[src/design/ps2kbc_pkg.sv]
// Shared types, constants and the key ROM of the PS/2 keyboard controller.
package ps2kbc_pkg;

  localparam logic [15:0] DATA_PORT      = 16'h0060;
  localparam logic [15:0] STAT_PORT      = 16'h0064;
  localparam logic [7:0]  SHIFT_MAKE     = 8'h2A;
  localparam logic [7:0]  SHIFT_BREAK    = 8'hAA;
  localparam logic [7:0]  KB_ACK         = 8'hFA;
  localparam logic [7:0]  CMD_RESET      = 8'hFF;
  localparam logic [7:0]  CMD_LED        = 8'hED;
  localparam logic [15:0] HOST_KEY_VALUE = 16'h1C0D;

  typedef enum logic [1:0] {
    MODE_INJECT = 2'd0,
    MODE_READ   = 2'd1,
    MODE_WRITE  = 2'd2,
    MODE_TAKE   = 2'd3
  } mode_e;

  typedef enum logic [2:0] {
    ST_IDLE,
    ST_EXEC,
    ST_PUSH,
    ST_RDATA,
    ST_FINISH
  } state_e;

  typedef struct packed {
    logic       hit;
    logic       shift;
    logic [6:0] sc;
  } key_rom_t;

  function automatic key_rom_t key_lookup(input logic [8:0] key);
    logic [7:0] code;
    logic       hit;
    key_rom_t   r;
    hit  = 1'b1;
    code = 8'h00;
    unique case (key)
      9'h031: code = 8'h02;
      9'h032: code = 8'h03;
      9'h033: code = 8'h04;
      9'h034: code = 8'h05;
      9'h035: code = 8'h06;
      9'h036: code = 8'h07;
      9'h037: code = 8'h08;
      9'h038: code = 8'h09;
      9'h039: code = 8'h0A;
      9'h030: code = 8'h0B;
      9'h021: code = 8'h82;
      9'h040: code = 8'h83;
      9'h023: code = 8'h84;
      9'h024: code = 8'h85;
      9'h025: code = 8'h86;
      9'h05E: code = 8'h87;
      9'h026: code = 8'h88;
      9'h02A: code = 8'h89;
      9'h028: code = 8'h8A;
      9'h029: code = 8'h8B;
      9'h02D: code = 8'h0C;
      9'h03D: code = 8'h0D;
      9'h071: code = 8'h10;
      9'h077: code = 8'h11;
      9'h065: code = 8'h12;
      9'h072: code = 8'h13;
      9'h074: code = 8'h14;
      9'h079: code = 8'h15;
      9'h075: code = 8'h16;
      9'h069: code = 8'h17;
      9'h06F: code = 8'h18;
      9'h070: code = 8'h19;
      9'h05B: code = 8'h1A;
      9'h05D: code = 8'h1B;
      9'h061: code = 8'h1E;
      9'h073: code = 8'h1F;
      9'h064: code = 8'h20;
      9'h066: code = 8'h21;
      9'h067: code = 8'h22;
      9'h068: code = 8'h23;
      9'h06A: code = 8'h24;
      9'h06B: code = 8'h25;
      9'h06C: code = 8'h26;
      9'h03B: code = 8'h27;
      9'h07A: code = 8'h2C;
      9'h078: code = 8'h2D;
      9'h063: code = 8'h2E;
      9'h076: code = 8'h2F;
      9'h062: code = 8'h30;
      9'h06E: code = 8'h31;
      9'h06D: code = 8'h32;
      9'h02F: code = 8'h35;
      9'h00A: code = 8'h1C;
      9'h107: code = 8'h0E;
      9'h020: code = 8'h39;
      9'h02E: code = 8'h34;
      9'h02C: code = 8'h33;
      9'h03E: code = 8'hB4;
      9'h03C: code = 8'hB3;
      9'h05C: code = 8'h2B;
      9'h07C: code = 8'hAB;
      default: hit = 1'b0;
    endcase
    r.hit   = hit;
    r.shift = code[7];
    r.sc    = code[6:0];
    return r;
  endfunction

endpackage

[src/design/ps2kbc_ram.sv]
// Generic single-write, single-read RAM with registered read data.
module ps2kbc_ram #(
  parameter int WIDTH = 8,
  parameter int DEPTH = 16
) (
  input  logic                     clk_i,
  input  logic                     we_i,
  input  logic [$clog2(DEPTH)-1:0] waddr_i,
  input  logic [WIDTH-1:0]         wdata_i,
  input  logic [$clog2(DEPTH)-1:0] raddr_i,
  output logic [WIDTH-1:0]         rdata_o
);

  logic [WIDTH-1:0] mem_q [DEPTH];

  always_ff @(posedge clk_i) begin
    if (we_i) begin
      mem_q[waddr_i] <= wdata_i;
    end
    rdata_o <= mem_q[raddr_i];
  end

endmodule

[src/design/ps2_keyboard_controller_top.sv]
// Top level of the emulated PS/2 keyboard controller with scancode ring buffer.
//
//  channel   dir  signals                      content
//  s_axis    in   tvalid/tready/tdata/tuser    tuser: mode; tdata: key, port, write data
//  m_axis    out  tvalid/tready/tdata          read data, host key, irq, unhandled, has_key
//
// One item at a time. After accept the item is decoded in ST_EXEC, then ST_PUSH
// writes the buffer bytes one by one through the single RAM write port (two or four
// for a key, one for an ack), ST_RDATA takes a data-port RAM read, ST_FINISH loads the result.
// The next item is taken once the result has been taken. Reset clears indexes,
// flags and the per-entry valid bits; entries never written read as zero.
module ps2_keyboard_controller_top #(
  parameter int BUFFER_DEPTH = 16
) (
  input  logic        clk_i,
  input  logic        rst_ni,
  input  logic        s_axis_tvalid_i,
  output logic        s_axis_tready_o,
  input  logic [39:0] s_axis_tdata_i,   // key_code[8:0], port[24:9], write_data[32:25]
  input  logic [1:0]  s_axis_tuser_i,   // mode[1:0]
  output logic        m_axis_tvalid_o,
  input  logic        m_axis_tready_i,
  output logic [31:0] m_axis_tdata_o    // read_data[7:0], host_key[23:8], irq[24],
                                        // unhandled[25], has_key[26]
);
  import ps2kbc_pkg::*;

  localparam int IDX_W = $clog2(BUFFER_DEPTH);

  function automatic logic [IDX_W-1:0] ring_next(input logic [IDX_W-1:0] i);
    if (i == IDX_W'(BUFFER_DEPTH - 1)) begin
      return '0;
    end
    return i + 1'b1;
  endfunction

  state_e             state_q, state_d;
  mode_e              mode_q, mode_d;
  logic [8:0]         key_q, key_d;
  logic [15:0]        port_q, port_d;
  logic [7:0]         wdata_q, wdata_d;
  logic [IDX_W-1:0]   head_q, head_d;
  logic [IDX_W-1:0]   tail_q, tail_d;
  logic               led_q, led_d;
  logic [BUFFER_DEPTH-1:0] valid_q, valid_d;
  logic [1:0]         push_idx_q, push_idx_d;
  logic [1:0]         push_last_q, push_last_d;
  logic               push_ack_q, push_ack_d;
  logic               shift_q, shift_d;
  logic [6:0]         sc_q, sc_d;
  logic               rd_ok_q, rd_ok_d;
  logic [7:0]         res_rd_q, res_rd_d;
  logic               res_hk_q, res_hk_d;
  logic               res_irq_q, res_irq_d;
  logic               res_unh_q, res_unh_d;
  logic               res_has_q, res_has_d;
  logic               out_valid_q, out_valid_d;

  key_rom_t           rom;
  logic               nonempty;
  logic               full;
  logic               ram_we;
  logic [7:0]         push_byte;
  logic [7:0]         ram_rdata;
  logic               in_fire;

  assign rom      = key_lookup(key_q);
  assign nonempty = head_q != tail_q;
  assign full     = ring_next(tail_q) == head_q;
  assign in_fire  = s_axis_tvalid_i && s_axis_tready_o;

  assign s_axis_tready_o = (state_q == ST_IDLE) && !out_valid_q;
  assign m_axis_tvalid_o = out_valid_q;
  assign m_axis_tdata_o  = {5'b0, res_has_q, res_unh_q, res_irq_q,
                            (res_hk_q ? HOST_KEY_VALUE : 16'h0000), res_rd_q};

  always_comb begin
    if (push_ack_q) begin
      push_byte = KB_ACK;
    end else if (shift_q) begin
      case (push_idx_q)
        2'd0:    push_byte = SHIFT_MAKE;
        2'd1:    push_byte = {1'b0, sc_q};
        2'd2:    push_byte = {1'b1, sc_q};
        default: push_byte = SHIFT_BREAK;
      endcase
    end else begin
      push_byte = {push_idx_q[0], sc_q};
    end
  end

  ps2kbc_ram #(
    .WIDTH(8),
    .DEPTH(BUFFER_DEPTH)
  ) u_buf (
    .clk_i  (clk_i),
    .we_i   (ram_we),
    .waddr_i(tail_q),
    .wdata_i(push_byte),
    .raddr_i(head_q),
    .rdata_o(ram_rdata)
  );

  always_comb begin
    state_d     = state_q;
    mode_d      = mode_q;
    key_d       = key_q;
    port_d      = port_q;
    wdata_d     = wdata_q;
    head_d      = head_q;
    tail_d      = tail_q;
    led_d       = led_q;
    valid_d     = valid_q;
    push_idx_d  = push_idx_q;
    push_last_d = push_last_q;
    push_ack_d  = push_ack_q;
    shift_d     = shift_q;
    sc_d        = sc_q;
    rd_ok_d     = rd_ok_q;
    res_rd_d    = res_rd_q;
    res_hk_d    = res_hk_q;
    res_irq_d   = res_irq_q;
    res_unh_d   = res_unh_q;
    res_has_d   = res_has_q;
    out_valid_d = out_valid_q;
    ram_we      = 1'b0;

    if (out_valid_q && m_axis_tready_i) begin
      out_valid_d = 1'b0;
    end

    unique case (state_q)
      ST_IDLE: begin
        if (in_fire) begin
          mode_d    = mode_e'(s_axis_tuser_i);
          key_d     = s_axis_tdata_i[8:0];
          port_d    = s_axis_tdata_i[24:9];
          wdata_d   = s_axis_tdata_i[32:25];
          res_rd_d  = 8'h00;
          res_hk_d  = 1'b0;
          res_irq_d = 1'b0;
          res_unh_d = 1'b0;
          state_d   = ST_EXEC;
        end
      end
      ST_EXEC: begin
        state_d    = ST_FINISH;
        push_idx_d = 2'd0;
        unique case (mode_q)
          MODE_INJECT: begin
            if (rom.hit) begin
              res_irq_d   = 1'b1;
              push_ack_d  = 1'b0;
              shift_d     = rom.shift;
              sc_d        = rom.sc;
              push_last_d = rom.shift ? 2'd3 : 2'd1;
              state_d     = ST_PUSH;
            end
          end
          MODE_READ: begin
            if (port_q == DATA_PORT) begin
              rd_ok_d = valid_q[head_q];
              if (nonempty) begin
                head_d = ring_next(head_q);
              end
              state_d = ST_RDATA;
            end else if (port_q == STAT_PORT) begin
              res_rd_d = {7'b0, nonempty};
            end else begin
              res_unh_d = 1'b1;
            end
          end
          MODE_WRITE: begin
            if (port_q == DATA_PORT &&
                (led_q || wdata_q == CMD_RESET || wdata_q == CMD_LED)) begin
              led_d       = !led_q && (wdata_q == CMD_LED);
              res_irq_d   = 1'b1;
              push_ack_d  = 1'b1;
              push_last_d = 2'd0;
              state_d     = ST_PUSH;
            end else begin
              res_unh_d = 1'b1;
            end
          end
          MODE_TAKE: begin
            if (nonempty) begin
              head_d   = tail_q;
              res_hk_d = 1'b1;
            end
          end
          default: ;
        endcase
      end
      ST_PUSH: begin
        if (!full) begin
          ram_we          = 1'b1;
          valid_d[tail_q] = 1'b1;
          tail_d          = ring_next(tail_q);
        end
        if (push_idx_q == push_last_q) begin
          state_d = ST_FINISH;
        end else begin
          push_idx_d = push_idx_q + 2'd1;
        end
      end
      ST_RDATA: begin
        res_rd_d = rd_ok_q ? ram_rdata : 8'h00;
        state_d  = ST_FINISH;
      end
      ST_FINISH: begin
        res_has_d   = nonempty;
        out_valid_d = 1'b1;
        state_d     = ST_IDLE;
      end
      default: state_d = ST_IDLE;
    endcase
  end

  always_ff @(posedge clk_i or negedge rst_ni) begin
    if (!rst_ni) begin
      state_q     <= ST_IDLE;
      head_q      <= '0;
      tail_q      <= '0;
      led_q       <= 1'b0;
      valid_q     <= '0;
      out_valid_q <= 1'b0;
    end else begin
      state_q     <= state_d;
      head_q      <= head_d;
      tail_q      <= tail_d;
      led_q       <= led_d;
      valid_q     <= valid_d;
      out_valid_q <= out_valid_d;
    end
  end

  always_ff @(posedge clk_i) begin
    mode_q      <= mode_d;
    key_q       <= key_d;
    port_q      <= port_d;
    wdata_q     <= wdata_d;
    push_idx_q  <= push_idx_d;
    push_last_q <= push_last_d;
    push_ack_q  <= push_ack_d;
    shift_q     <= shift_d;
    sc_q        <= sc_d;
    rd_ok_q     <= rd_ok_d;
    res_rd_q    <= res_rd_d;
    res_hk_q    <= res_hk_d;
    res_irq_q   <= res_irq_d;
    res_unh_q   <= res_unh_d;
    res_has_q   <= res_has_d;
  end

  a_has_key_matches: assert property (@(posedge clk_i) disable iff (!rst_ni)
    out_valid_q |-> (res_has_q == (head_q != tail_q)))
    else $error("has_key disagrees with buffer indexes");

  a_irq_unh_excl: assert property (@(posedge clk_i) disable iff (!rst_ni)
    out_valid_q |-> !(res_irq_q && res_unh_q))
    else $error("irq and unhandled both set");

  a_busy_after_accept: assert property (@(posedge clk_i) disable iff (!rst_ni)
    in_fire |=> (state_q == ST_EXEC) && !s_axis_tready_o)
    else $error("input taken while busy");

  a_no_overwrite: assert property (@(posedge clk_i) disable iff (!rst_ni)
    ram_we |=> (tail_q != head_q))
    else $error("push filled last free slot");

endmodule
[config.mk]
export PLATFORM = sky130hd
export DESIGN_NAME = ps2_keyboard_controller_top
export DESIGN_NICKNAME = d
export VERILOG_FILES = /design/src/design/ps2kbc_pkg.sv /design/src/design/ps2kbc_ram.sv /design/src/design/ps2_keyboard_controller_top.sv
export SDC_FILE = /design/constraint.sdc
export NUM_CORES = 1
export LEC_CHECK = 0
export ABC_AREA = 1
export BUFFER_PORTS_ARGS = -buffer_cell sky130_fd_sc_hd__buf_4
export CAP_MARGIN = 40
export CORE_MARGIN = 8
export CORE_UTILIZATION = 45
export DETAILED_ROUTE_END_ITERATION = 16
export PLACE_DENSITY = 0.69
export SETUP_SLACK_MARGIN = 0.02
export SLEW_MARGIN = 20
export SYNTH_ARGS = -nofsm -noshare
export SYNTH_HDL_FRONTEND = slang
export SYNTH_SLANG_ARGS = --single-unit
[constraint.sdc]
create_clock -name clk_i -period 4.2 [get_ports clk_i]
set_clock_uncertainty 0.15 [all_clocks]
set_input_delay 0.21 -clock clk_i [delete_from_list [all_inputs] [get_ports clk_i]]
set_output_delay 0.21 -clock clk_i [all_outputs]
set_load 0.02 [all_outputs]
# --- Word level (Yosys, flattened, before mapping) ---
# Memory sizes are Yosys's and may differ from the RTL's. A register that Yosys moved wholly into a read port is not among the register bits.
# Index checks and enable logic that the tools add are counted.
totals:
  out_inout_bits: 34
  elab_cells: 229
  n_memories: 1
  mem_bits_rw: 128
  ff_bits: 90
classes:
  n_mux: 67
  add_sub_neg: 3
  eq_ne: 99
  order_cmp: 3
  bitwise_logic: 2
  n_reduce_logical: 33
mem_list:
  columns: ["memory", "depth", "word_bits", "read_ports", "rd_clocked_by_memory_dff", "write_ports", "line_no", "text"]
  rows:
  - ["u_buf.mem_q", 16, 8, 1, 1, 1, "ps2kbc_ram.sv:14", "logic [WIDTH-1:0] mem_q [DEPTH];"]
ops:
  columns: ["cell", "count"]
  rows:
  - ["8-bit case mux with 61 select lines", 1]
  - ["9-bit by 7-bit equality test with 1-bit output, second input constant", 32]
  - ["9-bit by 6-bit equality test with 1-bit output, second input constant", 27]
  - ["61-bit OR reduction", 1]
  - ["8-bit two-way mux", 7]
  - ["8-bit case mux with 3 select lines", 2]
  - ["16-bit by 7-bit equality test with 1-bit output, second input constant", 2]
  - ["4-bit two-way mux", 8]
  - ["1-bit two-way mux", 26]
  - ["2-bit != test, second input constant", 12]
  - ["8-bit equality test, second input constant", 2]
  - ["16-bit bitwise OR", 1]
  - ["3-bit two-way mux", 5]
  - ["3-bit != test, second input constant", 5]
  - ["5-bit AND reduction", 3]
  - ["13-bit two-way mux", 1]
  - ["1-bit case mux with 2 select lines", 6]
  - ["3-bit case mux with 4 select lines", 1]
  - ["4-bit by 5-bit < comparator with 1-bit output, second input constant", 2]
  - ["2-bit nonzero test", 5]
  - ["9-bit by 4-bit equality test with 1-bit output, second input constant", 1]
  - ["9-bit equality test, second input constant", 1]
  - ["3-bit case mux with 3 select lines", 1]
  - ["3-bit AND reduction", 3]
  - ["other kinds (29)", 52]

# --- Depth between registers and ports, before layout ---
# Gate-level depths: netlist of run 1.
depth:
  depth_word: 10
  mapped_depth: 14
  ltp_nobuf: 14

# --- Cells and area by module ---
# From an unflattened synthesis of run 1, not the netlist that was laid out.
unflattened:
  cells_unflattened: 1174
  hier_area_um2: 10886.7
modules_own_cells:
  columns: ["mod", "area_each_um2", "seq_area_each_um2", "instances", "cells_each"]
  rows:
  - ["ps2kbc_ram", 5770.5, 4003.8, 1, 552]
  - ["ps2_keyboard_controller_top", 5116.2, 2527.4, 1, 622]

# --- Worst setup path after synthesis of run 1 ---
# OpenSTA, ideal clock, no wires.
synth_path:
  path_type: "register to register"
  start: "register state_q[2]"
  end: "register res_rd_q[0] (enable)"
  stages_incl_launch_ff: 5
  path_buffers: 0
  synth_period_minus_slack_ns: 3.034
  setup_time_ns: 0.386
  path_slack_ns: 1.166
  arrival_ns: 2.498
  path_cell_list: "dfrtp_1 > nor3_1 > and3_1 > nor2_1 > a211oi_1"
synth_via:
  elab_chain_cells: 5
  word_cells_on_any_way: 11
synth_rtl:
  columns: ["item", "line_no", "text"]
  rows:
  - ["start, declared", "ps2_keyboard_controller_top.sv:37", "state_e state_q, state_d;"]
  - ["start signal, assigned", "ps2_keyboard_controller_top.sv:228", "state_q <= state_d;"]
  - ["3-bit logical NOT", "ps2_keyboard_controller_top.sv:72, ps2_keyboard_controller_top.sv:132", null]
  - ["1-bit logical AND", "ps2_keyboard_controller_top.sv:72", "assign s_axis_tready_o = (state_q == ST_IDLE) && !out_valid_q;"]
  - ["1-bit logical AND", "ps2_keyboard_controller_top.sv:70", "assign in_fire = s_axis_tvalid_i && s_axis_tready_o;"]
  - ["2-bit != test (no line)", null, null]
  - ["5-bit AND reduction (no line) *", null, null]
  - ["end signal, assigned", "ps2_keyboard_controller_top.sv:248", "res_rd_q <= res_rd_d;"]
  - ["end, declared", "ps2_keyboard_controller_top.sv:52", "logic [7:0] res_rd_q, res_rd_d;"]
# Every way passes the cells marked *; elsewhere a longest branch is shown, timed or not.
# A chain may end at the register's enable or synchronous reset.

# --- Worst setup path after layout of run 1 ---
layout_path:
  start: "register key_q[8]"
  end: "register sc_q[0] (enable)"
layout_via:
  elab_chain_cells: 4
  word_cells_on_any_way: 64
layout_rtl:
  columns: ["item", "line_no", "text"]
  rows:
  - ["start, declared", "ps2_keyboard_controller_top.sv:39", "logic [8:0] key_q, key_d;"]
  - ["start signal, assigned", "ps2_keyboard_controller_top.sv:239", "key_q <= key_d;"]
  - ["9-bit by 7-bit equality test with 1-bit output (tied with other cells)", "ps2kbc_pkg.sv:40", "unique case (key)"]
  - ["61-bit OR reduction (no line) *", null, null]
  - ["1-bit two-way mux *", "ps2kbc_pkg.sv:40", null]
  - ["3-bit AND reduction (no line) *", null, null]
  - ["end signal, assigned", "ps2_keyboard_controller_top.sv:246", "sc_q <= sc_d;"]
  - ["end, declared", "ps2_keyboard_controller_top.sv:50", "logic [6:0] sc_q, sc_d;"]
# Marked as above.

==> summary.txt, run 1 <==
Yosys
  – Post-Synth XOR/XNOR Area: under 10%
  – Synth Register Bits: 225
  – Adder-Cell Fraction of Synth Area: 1.092%
  – Mux cell area share after synthesis: 0%
  – Largest family of logic cells by synthesized area: simple AND/OR/NAND/NOR gates
  – Seq/Total Area, Yosys: 63.35%
  – Post-synth top flop: edfxtp_1
  – Syn Std Cell Area: 10,310 sq um
  – Compound-gate portion of the synthesized area: 11.27%
  – Syn_area_per_cell: 10.36 sq um
  – Cell count after synthesis: 995
  – Post-synth ARST share: 12.89%
  – Distinct cell type count after synthesis: 44
  – EDFF count, synth: 188
  – Fraction of the mapped netlist area in simple logic gates: 16.89%
  – Synth Warn #: 0

Finish
  – Footprint of the multi-input gates: between 3000 and 4000 sq um
  – Filler Cell Count: 1,971
  – Final cell count without fillers: 1,399
  – Register area: 6533 sq um
  – # nets final: about 1,200
  – Commonest non-fill, non-tap cell in the layout: edfxtp_1
  – Layout cell share with drive strength beyond 1: 13.46%
  – Area growth syn-to-layout: 17.95%
  – ANT cells: 0
  – Most frequent cells in the layout: 188 x edfxtp_1, 163 x nor2_1, 138 x nand2_1

Run
  – Maxcap violations: 0

Timing
  – Period minus WS final: 3.038 ns
  – Max_slew headroom: approximately 48%
  – Max Clk Rate: between 0.3 and 0.4 GHz
  – # setup viols final: 0
  – Fin crit share: 72.34%
  – Hold Violations, Final: 0
  – Max Slew Vio Count: 0
  – Fin Setup TNS: 0 ns
  – RSZ-0062 raised after global routing: no
  – Slew @ Worst Pin: 0.7787 ns

Clock tree
  – Worst-path clk slew: 0.06 ns
  – Clk sinks: roughly 230
  – CTS root buffer: clkbuf_16
  – Post-CTS Resized: 0
  – CTS tree: done
  – CTS Buffer Depth: 3
  – CTS Hold Bufs: 37
  – Htree depth: 1
  – Clock Latency Late Sink: 0.52 ns
  – CTS buffer count: 24
  – Post CTS Setup Buffer Count: 0

Min path
  – Worst hold path class: in -> async

Worst setup path
  – Critical Path Start Type: flip-flop
  – Largest fanout on the critical path: 11
  – Reg2reg setup slack: 1.16 ns
  – FF-to-FF End: sc_q[0]
  – Critical path class: reg -> reg
  – Worst-case reg-to-reg path depth: 11
  – Required time of the critical path: 4.19 ns
  – CP arrival: 3.03 ns
  – CP Capture Type: flip-flop
  – Reg-to-Reg Start: key_q[8]

Placed design
  – Placed Cells: 1,318
  – Gpl congestion: 0.9581
  – Port Buffers: 57
  – DP HPWL: 17.33 mm

Global routing
  – Vias in the first global route: roughly 7,500
  – Initial antenna violation count: 0
  – First-pass GRT wire length: 40.71 mm
  – Grt ovf: 0
  – Pin count of the biggest net entering global routing: 58
  – Total GRT Usage: roughly 18%

Power
  – Pleak: 4.805 nW
  – Logic pwr share: 27.8%
  – Worst IR drop on VDD: around 0.48 mV
  – Seq pwr share: 43.1%
  – Clock power frac: 29.1%
  – Switching Power: 2.345 mW
  – Sw frac: 34.10%
  – P per Cell Area: 565.6 nW/um^2
  – P_int: ~4.5 mW

Detailed routing
  – Drt pass-1 iters: 5
  – DRC viols: 0
  – Initial DRC count: 598
  – Detailed-route vias per instance: between 5 and 6
  – Drt total wl: 25.79 mm
  – Vias: between 7,000 and 8,000
  – Routed Antenna Nets: 0
  – Avg WL per Cell: 18.43 um

Die
  – Initial core utilization: between 40% and 50%
  – Full die area: 28,010 sq um
  – Die Span Y: 167.4 um
  – Top Ports: 80
  – Die X-Extent: 167.4 um
  – Num rows: 55
  – Core ar.: 22,570 sq um

Run status
  – Status: completed
-- layout make-up --
cell class / count / area share, %
Sequential cell: 225 / 53.72
Multi-Input combinational cell: 638 / 26.13
Timing Repair Buffer: 119 / 8.242
Clock buffer: 28 / 5.227
Tap cell: 285 / 2.932
Inverter: 88 / 2.716
Clock inverter: 16 / 1.029
-- stage by stage --
| step | cell area [sq um] | util (%) | hold slack, ns | power (mW) | setup slack (ns) |
|---|---|---|---|---|---|
| after floorplan | 10360 | - | -0.2356 | 4.239 | 1.166 |
| after global placement | 11000 | 48.73 | 0.01530 | 4.850 | 1.206 |
| after detailed placement | 11030 | 48.86 | 0.01486 | 4.893 | 1.246 |
| after CTS | 12160 | 53.87 | 0.01007 | 6.926 | 1.223 |
| after global routing | 12160 | 53.87 | 0.03752 | 7.219 | 0.9362 |
| final | 12160 | 53.87 | 0.01278 | 6.877 | 1.162 |
-- logic make-up (layout without fill, tap and decap cells) --
family,after synthesis,in the layout
flops,225,225
xor+xnor,12,12
simple gates,402,402
fa+ha+maj,9,9
compound gates,200,200
other cells,1,15
buf+inv,146,251
-- worst max path at each step --
stage	start	to	slack [ns]	cells after the start
global placement	key_q[8]	sc_q[0]	1.21	11
global route	key_q[8]	sc_q[0]	0.94	11
detailed placement	key_q[8]	sc_q[0]	1.25	11
floorplan	state_q[2]	res_rd_q[0]	1.17	4
CTS	key_q[8]	sc_q[0]	1.22	11
finish	key_q[8]	sc_q[0]	1.16	11
-- cells in the mapped netlist (14+ instances only) --
library cell	n	area (sq um)
a21oi_1	31	155.2
clkbuf_1	27	101.4
nand3_1	38	190.2
nor2_1	163	611.8
inv_1	81	304.0
o21ai_0	105	525.5
dfrtp_1	29	725.7
buf_4	25	187.7
nand2_1	138	518.0
o221ai_1	23	201.4
edfxtp_1	188	5645
nor3_1	14	70.07
o22ai_1	14	87.58
-- critical path, cell delays in order, from the launching register on --
cell	delay, ns
edfxtp_1	0.47
inv_2	0.19
nand3_2	0.15
nor2_2	0.45
o21ai_1	0.25
nand3_1	0.13
nor2_1	0.05
nand2_1	0.12
nor2_2	0.07
nand2_1	0.10
nand2_2	0.07
nor2_1	0.47
-- state kept, by name (all words and copies together) (netlist names), 6 cells and up --
| name | flops |
|---|---|
| res_rd_q | 8 |
| u_buf.mem_q | 128 |
| port_q | 16 |
| sc_q | 6 |
| wdata_q | 8 |
| u_buf.rdata_o | 8 |
| valid_q | 16 |
| key_q | 9 |
-- power by group through the flow --
stage / combinational [mW] / clock (mW) / sequential, mW
after floorplan: 1.25 / 0 / 2.99
after global placement: 1.85 / 0 / 3.00
after detailed placement: 1.88 / 0 / 3.01
after CTS: 1.92 / 2.04 / 2.97
after global routing: 2.11 / 2.12 / 3.00
final: 1.91 / 2.00 / 2.96
-- layer usage --
layer / vias up / track usage [%] / share of wire (%) / routed length [um]
met4: 0 / 8.424 / 4.6 / 1180
met2: 238 / 31.54 / 50 / 12840
met3: 72 / 2.539 / 4.9 / 1266
met5: - / 0 / 0 / 0
met1: 3599 / 22.32 / 41 / 10500
li1: 3638 / - / - / -
Note: power is estimated with default switching activity, not from simulation.
==> run 2, diff against run 1 <==
Clock period 4.2 ns to 2.8 ns, I/O delays scaled along.
==> summary.txt, run 2 (synthesized netlist as in run 1, its figures left out) <==
Global routing
  – Initial antenna violation count: 0
  – Vias in the first global route: ~8,000
  – Grt ovf: 0
  – First-pass GRT wire length: 39.85 mm
  – Pin count of the biggest net entering global routing: 40
  – Total GRT Usage: 17.38%

Detailed routing
  – Detailed-route vias per instance: around 5.4
  – Avg WL per Cell: between 15 and 20 um
  – Vias: 7,608
  – Drt total wl: 24.72 mm
  – Initial DRC count: 586
  – DRC viols: 0
  – Routed Antenna Nets: 0
  – Drt pass-1 iters: 5

Placed design
  – Port Buffers: 57
  – Gpl congestion: 0.9548
  – Placed Cells: 1,332
  – Place WS: 0.2385 ns
  – DP HPWL: 17.45 mm
  – Placed Area: 11,130 sq um

Timing
  – Slew @ Worst Pin: 0.6267 ns
  – Final worst slack: roughly 0.26 ns
  – Max Clk Rate: just under 0.4 GHz
  – Hold Violations, Final: 0
  – Hold slack: around 0.068 ns
  – Fin crit share: 90.84%
  – RSZ-0062 raised after global routing: no
  – # setup viols final: 0
  – Max Slew Vio Count: 0
  – Period minus WS final: 2.544 ns
  – Max_slew headroom: 57.14%
  – Fin Setup TNS: 0 ns

Power
  – Total power: between 10 and 15 mW
  – Worst IR drop on VDD: 0.4942 mV
  – P per Cell Area: around 840 nW/um^2
  – Pleak: 4.895 nW

Run
  – Maxcap violations: 0

Min path
  – Worst hold path class: in -> reg
  – Hold endpoint: res_irq_q
  – Worst Hold Depth: 4
  – Worst Min Path Start: s_axis_tvalid_i

Clock tree
  – CTS root buffer: clkbuf_16
  – CTS Buffer Depth: 3
  – Clock Latency Late Sink: 0.51 ns
  – CTS tree: done
  – Clk sinks: 225
  – Post CTS Setup Buffer Count: 0
  – Htree depth: 1
  – CTS buffer count: 24
  – Worst-path clk slew: around 0.060 ns

Finish
  – Largest Register: u_buf.mem_q
  – ANT cells: 0
  – Largest register FFs: around 130
  – Layout cell share with drive strength beyond 1: 14.25%
  – # nets final: 1,168
  – Register area: ~6500 sq um
  – Final non-filler cell area: 12,320 sq um
  – Footprint of the multi-input gates: 3184 sq um
  – Area growth syn-to-layout: 19.47%
  – Top flop regs: u_buf.mem_q x128, port_q x16, valid_q x16
  – Most frequent cells in the layout: 188 x edfxtp_1, 163 x nor2_1, 138 x nand2_1
  – Commonest non-fill, non-tap cell in the layout: edfxtp_1
  – Final core utilization: approximately 55%
  – Final cell count without fillers: around 1,400
  – Filler Cell Count: 1,924

Worst setup path
  – Required time of the critical path: 2.87 ns
  – Worst-case reg-to-reg path depth: 12
  – Reg-to-Reg Start: key_q[0]
  – Largest fanout on the critical path: 7
  – Critical Path Start Type: flip-flop
  – CP arrival: 2.61 ns
  – CP Capture Type: flip-flop
  – Reg2reg setup slack: 0.26 ns
  – FF-to-FF End: sc_q[4]
  – Critical path class: reg -> reg

Die
  – Die Span Y: 167.4 um
  – Core ar.: 22,570 sq um
  – Die X-Extent: 167.4 um
  – Top Ports: 80
  – Full die area: roughly 28,000 sq um
  – Initial core utilization: 45.68%
  – Num rows: between 50 and 60

Run status
  – Status: completed
## run 2: cell types whose count changed in the layout (fill, tap and decap cells not counted), moves of 2 or more
cell / before / now
clkinv_2: 9 / 4
clkbuf_1: 2 / 4
clkinvlp_4: 2 / 0
clkinv_1: 3 / 6
buf_4: 80 / 96
## run 2: timing repair
item,CTS,global route
gates resized for setup,0,1
endpoints found under the setup margin,0,7
hold endpoints to repair,65,0
hold buffers,39,0
## run 2: critical path, stage by stage (launching register included)
cell and delay, ns:
edfxtp_1 0.46, inv_1 0.13, nand2_1 0.09, nor2_1 0.40
nand3_1 0.18, nand2_1 0.15, nor2_1 0.05, nand3_1 0.10
nor2_1 0.07, nand2_1 0.10, nand2_2 0.06, nor2_1 0.12
buf_4 0.18
## run 2: routing by layer
metal	wire (um)	vias up	GRT usage [%]	part of all wire, %
met3	1265	60	2.516	5.1
li1	-	3672	-	-
met5	0	-	0	0
met4	780	0	6.871	3.2
met2	12740	242	31.91	52
met1	9938	3634	20.09	40
## run 2: final cells by class
type                       count  area share [%]
clock inverter                12          0.9346
inverter                      88           2.682
multi-input combinational    638           25.85
tap                          285           2.895
timing repair buffer         136           9.265
sequential                   225           53.04
clock buffer                  31           5.333
## run 2: worst max-delay path by stage
| stage | startpoint | end | slack (ns) | cells past startpoint |
|---|---|---|---|---|
| 2_1_floorplan | state_q[2] | res_rd_q[0] | 0.17 | 4 |
| 4_1_cts | key_q[8] | sc_q[4] | 0.23 | 12 |
| 5_1_grt | key_q[8] | sc_q[2] | 0.06 | 12 |
| 3_5_place_dp | key_q[8] | sc_q[0] | 0.24 | 13 |
| 3_3_place_gp | key_q[8] | sc_q[3] | 0.19 | 12 |
| 6_report | key_q[0] | sc_q[4] | 0.26 | 12 |
## run 2: power breakdown
| group | internal (mW) | leakage (nW) | switching, mW |
|---|---|---|---|
| Clock | 1.83 | 0.381 | 1.21 |
| Combinational | 0.942 | 2.34 | 1.93 |
| Sequential | 4.17 | 2.18 | 0.236 |
| Total | 6.94 | 4.89 | 3.38 |
